**src/rtl/aprt_pkg.sv**
```systemverilog
`timescale 1ns / 1ps
// ----------------------------------------------------------------------------
// aprt_pkg
// Shared types and codes of the aging pair report table.
// ----------------------------------------------------------------------------
package aprt_pkg;

  localparam int KEY_W        = 48;
  localparam int REP_W        = 24;
  localparam int EXP_W        = 16;
  localparam int RESULT_LIMIT = 64;
  localparam int CNT_W        = 7;

  typedef enum logic [2:0] {
    OP_UPSERT = 3'd0,
    OP_LOOKUP = 3'd1,
    OP_DUMP   = 3'd2,
    OP_TICK   = 3'd3,
    OP_SWEEP  = 3'd4
  } op_e_t;

  localparam logic [1:0] KIND_LOOKUP = 2'd0;
  localparam logic [1:0] KIND_UPDATE = 2'd1;
  localparam logic [1:0] KIND_DUMP   = 2'd2;
  localparam logic [1:0] KIND_ACK    = 2'd3;

  localparam logic [1:0] ST_OK    = 2'd0;
  localparam logic [1:0] ST_MISS  = 2'd1;
  localparam logic [1:0] ST_FULL  = 2'd2;
  localparam logic [1:0] ST_EMPTY = 2'd3;

  typedef enum logic [1:0] {
    S_IDLE,
    S_SCAN,
    S_PLACE,
    S_FLUSH
  } state_t;

  // entry without its time stamp (stamp width is a top-level parameter)
  typedef struct packed {
    logic             valid;
    logic [KEY_W-1:0] sta;
    logic [KEY_W-1:0] bss;
    logic [REP_W-1:0] rep;
  } ent_t;

  typedef struct packed {
    logic [2:0]       op;
    logic [KEY_W-1:0] sta;
    logic [KEY_W-1:0] bss;
    logic [REP_W-1:0] rep;
  } qry_t;

  typedef struct packed {
    logic match;
    logic fresh;
  } hd_flags_t;

endpackage

```
**src/rtl/aprt_head.sv**
```systemverilog
`timescale 1ns / 1ps
// ----------------------------------------------------------------------------
// aprt_head
// Examines the slot at the ring head and forms its updated value.
// ----------------------------------------------------------------------------
module aprt_head import aprt_pkg::*; #(
  parameter int TIME_BITS = 32
) (
  input  ent_t                 ent,
  input  logic [TIME_BITS-1:0] stamp,
  input  logic [TIME_BITS-1:0] now,
  input  logic [EXP_W-1:0]     expire,
  input  qry_t                 qry,
  input  logic                 write_here,
  output ent_t                 ent_new,
  output logic [TIME_BITS-1:0] stamp_new,
  output hd_flags_t            flags
);

  localparam int CW = (TIME_BITS > EXP_W) ? TIME_BITS : EXP_W;

  logic [TIME_BITS-1:0] age;
  logic [CW-1:0]        age_x;
  logic [CW-1:0]        exp_x;

  // age modulo time width against expiry
  assign age   = now - stamp;
  assign age_x = CW'(age);
  assign exp_x = CW'(expire);

  assign flags.match = ent.valid && (ent.sta == qry.sta) && (ent.bss == qry.bss);
  assign flags.fresh = ent.valid && (age_x < exp_x);

  // write, refresh or invalidate
  always_comb begin
    ent_new   = ent;
    stamp_new = stamp;
    if (write_here || ((qry.op == OP_UPSERT) && flags.match)) begin
      ent_new.valid = 1'b1;
      ent_new.sta   = qry.sta;
      ent_new.bss   = qry.bss;
      ent_new.rep   = qry.rep;
      stamp_new     = now;
    end else if ((qry.op == OP_SWEEP) && !flags.fresh) begin
      ent_new.valid = 1'b0;
    end
  end

endmodule

```
**config.mk**
```make
export PLATFORM = sky130hd
export DESIGN_NAME = aprt_head
export DESIGN_NICKNAME = d
export VERILOG_FILES = /design/src/rtl/aprt_pkg.sv /design/src/rtl/aprt_head.sv
export SDC_FILE = /design/constraint.sdc
export NUM_CORES = 1
export LEC_CHECK = 0
export ABC_CLOCK_PERIOD_IN_PS = 3900
export BUFFER_PORTS_ARGS = -buffer_cell sky130_fd_sc_hd__buf_2
export CAP_MARGIN = 30
export CORE_AREA = 5 5 184 186
export DETAILED_ROUTE_END_ITERATION = 10
export DIE_AREA = 0 0 189 191
export PLACE_DENSITY_LB_ADDON = 0.1
export SYNTH_ARGS = -nofsm -noshare
export SYNTH_HDL_FRONTEND = slang
export SYNTH_SLANG_ARGS = --single-unit
```
**constraint.sdc**
```tcl
create_clock -name vclk -period 3.9
set_input_delay 0.195 -clock vclk [all_inputs]
set_output_delay 0.195 -clock vclk [all_outputs]
set_load 0.02 [all_outputs]
```
==> impl_metrics.tcl, run 1 <==
set metrics [dict create \
    p_int_uw 624 \
    synth_top_area_cell "mux2_2" \
    dpl-instance-area_um2 8660 \
    drv_slew 0 \
    drt_iter0_drc 305 \
    slew_headroom_pct 52.7 \
    nets 1637 \
    start_util_pct 17.5 \
    netlist_area_um2 5620 \
    placeableCoreArea_um2 32100 \
    multiInputGateArea_um2 5250 \
    max_stage_delay_ns 0.28 \
    final-hold-violation-count 0 \
    worstMarginPinSlew_ns 0.691 \
    seqCellArea_um2 0 \
    die_y_um 191 \
    ios 480 \
    critPathBufInv 3 \
    cp.required_ns 3.70 \
    min-delay-start "ent[113]" \
    path_cells "buf_2 > ha_4 > a21o_1 > buf_6 > a31oi_4 > and2_4 > o21ai_2 > a21o_1 > a21oi_2 > xnor2_1 > ha_1 > a21oi_2 > o21a_1 > nand3_2 > o21ai_2 > and4b_1 > o2111ai_2 > nor4_2 > nand4_1 > a22oi_1 > buf_4" \
    critical_path.top_delay_family "compound AO/OA/AOI/OAI gates" \
    track_usage_pct 16.7 \
    p_comb_share_pct 100.0 \
    dr.pass1.iters 5 \
    ant_nets 0 \
    finalCriticalPeriod_ns 3.90 \
    hpwl_mm 30.0 \
    final.setup.tns_ns 0 \
    seq_cell_count 0 \
    critical_path_class "in2out" \
    whs_ns 0.730 \
    fin_cells 1678 \
    antenna_found_initial 11 \
    p_seq_share_pct 0 \
    max-cap-violations 0 \
    synth_cells 768 \
    overflow 0 \
    holdBufCountCts 0 \
    crit_path_end_kind "primary output" \
    drc_errors 0 \
    clockBufferCount 0 \
    dieWidth_um 189 \
    yosysSeqAreaShare_pct 0 \
    vdd_drop_max_mv 0.0488 \
    synthTopCellsByArea "mux2_2 (14%), mux2_4 (13%), ha_1 (10%), inv_1 (7.1%), xor2_1 (6.2%)" \
    pwr-share-clk_pct 0 \
    setup_violations 0 \
    gp_congestion 0.838 \
    rsz0062_at_grt "true" \
    crit_fanout 2 \
    rows 66 \
    power_switching_uw 771 \
    arrival_ns 3.70 \
    synth_top_cell_area_share_pct 13.8 \
    placed_cells 1661 \
    dieArea_um2 36100 \
    critPathLaunch "now[4]" \
    post-place-ws_ns -0.420 \
    min_path_type "in2out" \
    grt_pass1_vias 7708 \
    drt-vias-per-instance 4.47 \
    worstSetupStartpointType "input pin" \
    period_share_pct 99.9 \
    worst_slack_ns 0.00357 \
    crit_slowest_cell "ha_1" \
    routed_wl_mm 33.0 \
    max_freq_ghz 0.257 \
    grt_pass1_wl_mm 46.9 \
    grt_max_degree 70 \
    routedWlPerCell_um 19.7 \
    p_leak_uw 0.00479 \
    finish.instance_area_um2 8980 \
    fill_cells 3684 \
    avgSynthCellArea_um2 7.32 \
    synth.distinct_cells 56 \
    yosys_warnings 0 \
    area_growth_pct 59.9 \
    layout-drive-gt1-share_pct 54.1 \
    switching_share_pct 55.3 \
    status "finished, final reports clean" \
    place.port_buffers 480 \
    cellPowerDensity_nw_per_um2 155 \
    vias 7497 \
    synth_nets 1140 \
]
area by class of cell:
cell class         count  share of cell area [%]
diodes                 7                   0.195
inverters            106                    4.46
multi-input cells    629                    58.5
well taps            408                    5.68
repair buffers       528                    31.2
power groups by stage:
stage	clock network, uW	registers [uW]	logic (uW)
finish	0.000243	0	1400
global route	0.000207	0	1530
CTS	0	0	1390
detailed placement	0	0	1330
global placement	0	0	1340
floorplan	0	0	790
synthesized netlist by cell type (all sizes together), types with 7 or more instances:
master,n
o21ai,60
a21o,15
a221oi,11
a22o,7
nor2,24
inv,106
nand2,69
ha,46
buf,13
nor4,16
xnor2,29
nand3,11
nor2b,7
clkbuf,20
xor2,40
o21a,7
o22ai,19
mux2,118
a21oi,38
nand4,24
logic make-up (layout without fill, tap and decap cells):
| logic type | Yosys count | after routing | share of synthesized area, % |
|---|---|---|---|
| AO/OA/AOI/OAI | 210 | 210 | 24.7 |
| XOR/XNOR | 69 | 69 | 10.8 |
| adder cells (fa/ha/maj) | 47 | 47 | 10.6 |
| buffers and inverters | 139 | 634 | 10.2 |
| multiplexers | 119 | 119 | 27.1 |
| other | 0 | 7 | 0 |
| AND/OR/NAND/NOR | 184 | 184 | 16.6 |
metrics by stage:
stage | util [%] | total power, uW
finish | 28.0 | 1400
global route | 28.0 | 1530
CTS | 27.6 | 1390
detailed placement | 27.0 | 1330
global placement | 27.0 | 1340
floorplan | - | 790
cell usage in the layout (no fill, tap or decap), types with 7 or more instances in the layout:
master and instances:
nand4_1 24, a21oi_1 30, mux2_4 49, mux2_2 69, nor2_1 21, ha_1 42
o21a_1 7, xor2_1 40, diode_2 7, inv_1 104, a21oi_2 7, nor4_1 14
nand2_1 69, o22ai_1 19, buf_4 48, xnor2_1 29, nand3_1 10, o21ai_0 56
a22o_1 7, a21o_1 15, buf_2 475, a221oi_1 11
worst paths after layout:
kind                      endpoint  slack, ns  depth (start not counted)
worst max-delay path  ent_new[120]      0.004                         21
worst min-delay path  ent_new[113]       0.73                          4
timing repair:
| item | in CTS | in global routing |
|---|---|---|
| setup buffers | 7 | 4 |
| pin swaps | 30 | 25 |
| gates resized for setup | 39 | 13 |
| endpoints found under the setup margin | 2 | 2 |
worst min-delay path, delay by kind of cell:
| kind | cells | cell delay (ns) |
|---|---|---|
| compound gates | 1 | 0.05 |
| simple gates | 1 | 0.04 |
| buf+inv | 2 | 0.25 |
metal layers:
metal / routed length [um] / GRT usage, % / share of wire [%] / vias to the layer above
met5: 27 / 0 / 0.082 / -
li1: - / - / - / 3806
met3: 1930 / 3.65 / 5.8 / 24
met4: 555 / 3.87 / 1.7 / 4
met2: 17900 / 32.6 / 54 / 225
met1: 12600 / 18.2 / 38 / 3438
Power figures use the tool's default switching activity.
==> run 2: changes to the inputs <==
--- a/config.mk
+++ b/config.mk
@@ -11,7 +11,7 @@
 export CORE_AREA = 5 5 184 186
 export DETAILED_ROUTE_END_ITERATION = 10
 export DIE_AREA = 0 0 189 191
-export PLACE_DENSITY_LB_ADDON = 0.1
+export PLACE_DENSITY_LB_ADDON = 0.05
 export SYNTH_ARGS = -nofsm -noshare
 export SYNTH_HDL_FRONTEND = slang
 export SYNTH_SLANG_ARGS = --single-unit
==> run 2 against run 1 <==
  * The flow now finishes with violations (negative setup slack)
  * Flip-flop and latch count unchanged
  * Cell count increased by 0.66%
  * Via count increased by 0.93%
  * Die area unchanged
  * Non-clock buffer count increased by 6
  * Hold slack got worse by 0.0038 ns
  * First-iteration DRC count decreased by 17%
  * Final area increased by 0.54%
  * Critical path type unchanged
==> impl_metrics.tcl, run 2 (synthesis results as in run 1) <==
set metrics [dict create \
    status "finished with violations" \
    violations "negative setup slack" \
    hpwl_mm 31.0 \
    crit_slowest_cell "nor4_2" \
    holdPathStages 4 \
    vias 7567 \
    holdPathEnd "stamp_new[0]" \
    antenna_found_initial 19 \
    die_y_um 191 \
    final-hold-violation-count 0 \
    max_freq_ghz 0.253 \
    critPathLaunch "stamp[1]" \
    nets 1643 \
    crit_path_end_kind "primary output" \
    slew_headroom_pct 53.4 \
    drt_iter0_drc 252 \
    start_util_pct 17.5 \
    min-delay-start "stamp[0]" \
    placeableCoreArea_um2 32100 \
    drv_slew 0 \
    ant_nets 0 \
    gp_congestion 0.810 \
    cellPowerDensity_nw_per_um2 154 \
    fill_cells 3688 \
    period_share_pct 101 \
    ios 480 \
    seqCellArea_um2 0 \
    worstSetupStartpointType "input pin" \
    p_leak_uw 0.00482 \
    routedWlPerCell_um 20.0 \
    layout-drive-gt1-share_pct 54.2 \
    fin_cells 1689 \
    post-place-ws_ns -0.471 \
    grt_pass1_wl_mm 48.7 \
    layout_common_cells "buf_2 (476), inv_1 (105), nand2_1 (69), mux2_2 (69), o21ai_0 (56)" \
    utilization_pct 28.1 \
    finalCriticalPeriod_ns 3.95 \
    setup_violations 2 \
    track_usage_pct 17.3 \
    worst_slack_ns -0.0465 \
    min_path_type "in2out" \
    arrival_ns 3.75 \
    grt_max_degree 63 \
    worstMarginPinSlew_ns 0.697 \
    rsz0062_at_grt "true" \
    grt_pass1_vias 8045 \
    area_growth_pct 60.8 \
    dr.pass1.iters 5 \
    whs_ns 0.726 \
    path_cells "buf_2 > inv_1 > ha_1 > nor2b_2 > o2111ai_2 > and2_4 > buf_4 > buf_4 > xnor2_1 > ha_1 > and3_1 > o21ai_0 > nand3_2 > o21ai_2 > buf_4 > and4b_1 > o2111ai_2 > nor4_2 > nand4_1 > a22oi_2 > buf_6" \
    mostFrequentLayoutCell "buf_2" \
    vdd_drop_max_mv 0.0478 \
    crit_fanout 3 \
    max-cap-violations 0 \
    routed_wl_mm 33.8 \
    placed_cells 1672 \
    max_stage_delay_ns 0.28 \
    place.port_buffers 480 \
    drc_errors 0 \
    dieWidth_um 189 \
    clockBufferCount 0 \
    rows 66 \
    dieArea_um2 36100 \
    crit_path_frequent_cell "buf_4" \
    seq_cell_count 0 \
    final.setup.tns_ns -0.0495 \
    cp.required_ns 3.70 \
    overflow 0 \
    critical_path_class "in2out" \
    drt-vias-per-instance 4.48 \
]
[run 2: changes by cell type in the layout (fill, tap and decap cells not counted), sizes merged]
cell,change
buf,+6
diode,+5
[run 2: metrics by stage]
| stage | cell area (um^2) | power (uW) |
|---|---|---|
| 6_report | 9030 | 1390 |
| 5_1_grt | 9030 | 1530 |
| 4_1_cts | 8890 | 1380 |
| 3_5_place_dp | 8760 | 1350 |
| 3_3_place_gp | 8760 | 1360 |
| 2_1_floorplan | 5620 | 790 |
[run 2: final cells by class]
type                            count  area (um^2)  share of cell area [%]
Multi-Input combinational cell    629         5240                    58.0
Timing Repair Buffer              534         2850                    31.6
Tap cell                          408          510                    5.65
Inverter                          106          400                    4.43
Antenna cell                       12         30.0                   0.332
[run 2: power by group]
part           total [uW]  leakage (uW)  internal (uW)  switching, uW
logic                1390       0.00482            623            767
clock network    0.000414  0.0000000761       0.000414              0
registers               0             0              0              0
total                1390       0.00482            623            767
[run 2: how the worst max path moves through the flow]
stage / to / slack, ns
5_1_grt: ent_new[120] / -0.40
3_3_place_gp: ent_new[120] / -0.40
2_1_floorplan: ent_new[120] / 0.16
3_5_place_dp: ent_new[120] / -0.47
6_report: ent_new[120] / -0.05
4_1_cts: ent_new[120] / -0.25
[run 2: metal layers]
layer / routed length, um / GRT usage, %
met3: 2350 / 4.20
met1: 12800 / 19.0
met2: 17900 / 33.8
met5: 46 / 0
met4: 614 / 2.72
[run 2: timing repair]
action | 4_1_cts | 5_1_grt
endpoints found under the setup margin | 2 | 2
pin swaps | 26 | 26
resized for setup | 31 | 17
cloned | 0 | 0
setup buffers | 2 | 3
hold buffers | 0 | 0
[run 2: worst max-delay path, delay by kind of cell]
family,cells,cell delay (ns)
AND/OR/NAND/NOR,7,1.34
adder cells (fa/ha/maj),2,0.54
XOR/XNOR,1,0.17
AO/OA/AOI/OAI,5,0.83
buffers and inverters,6,0.68
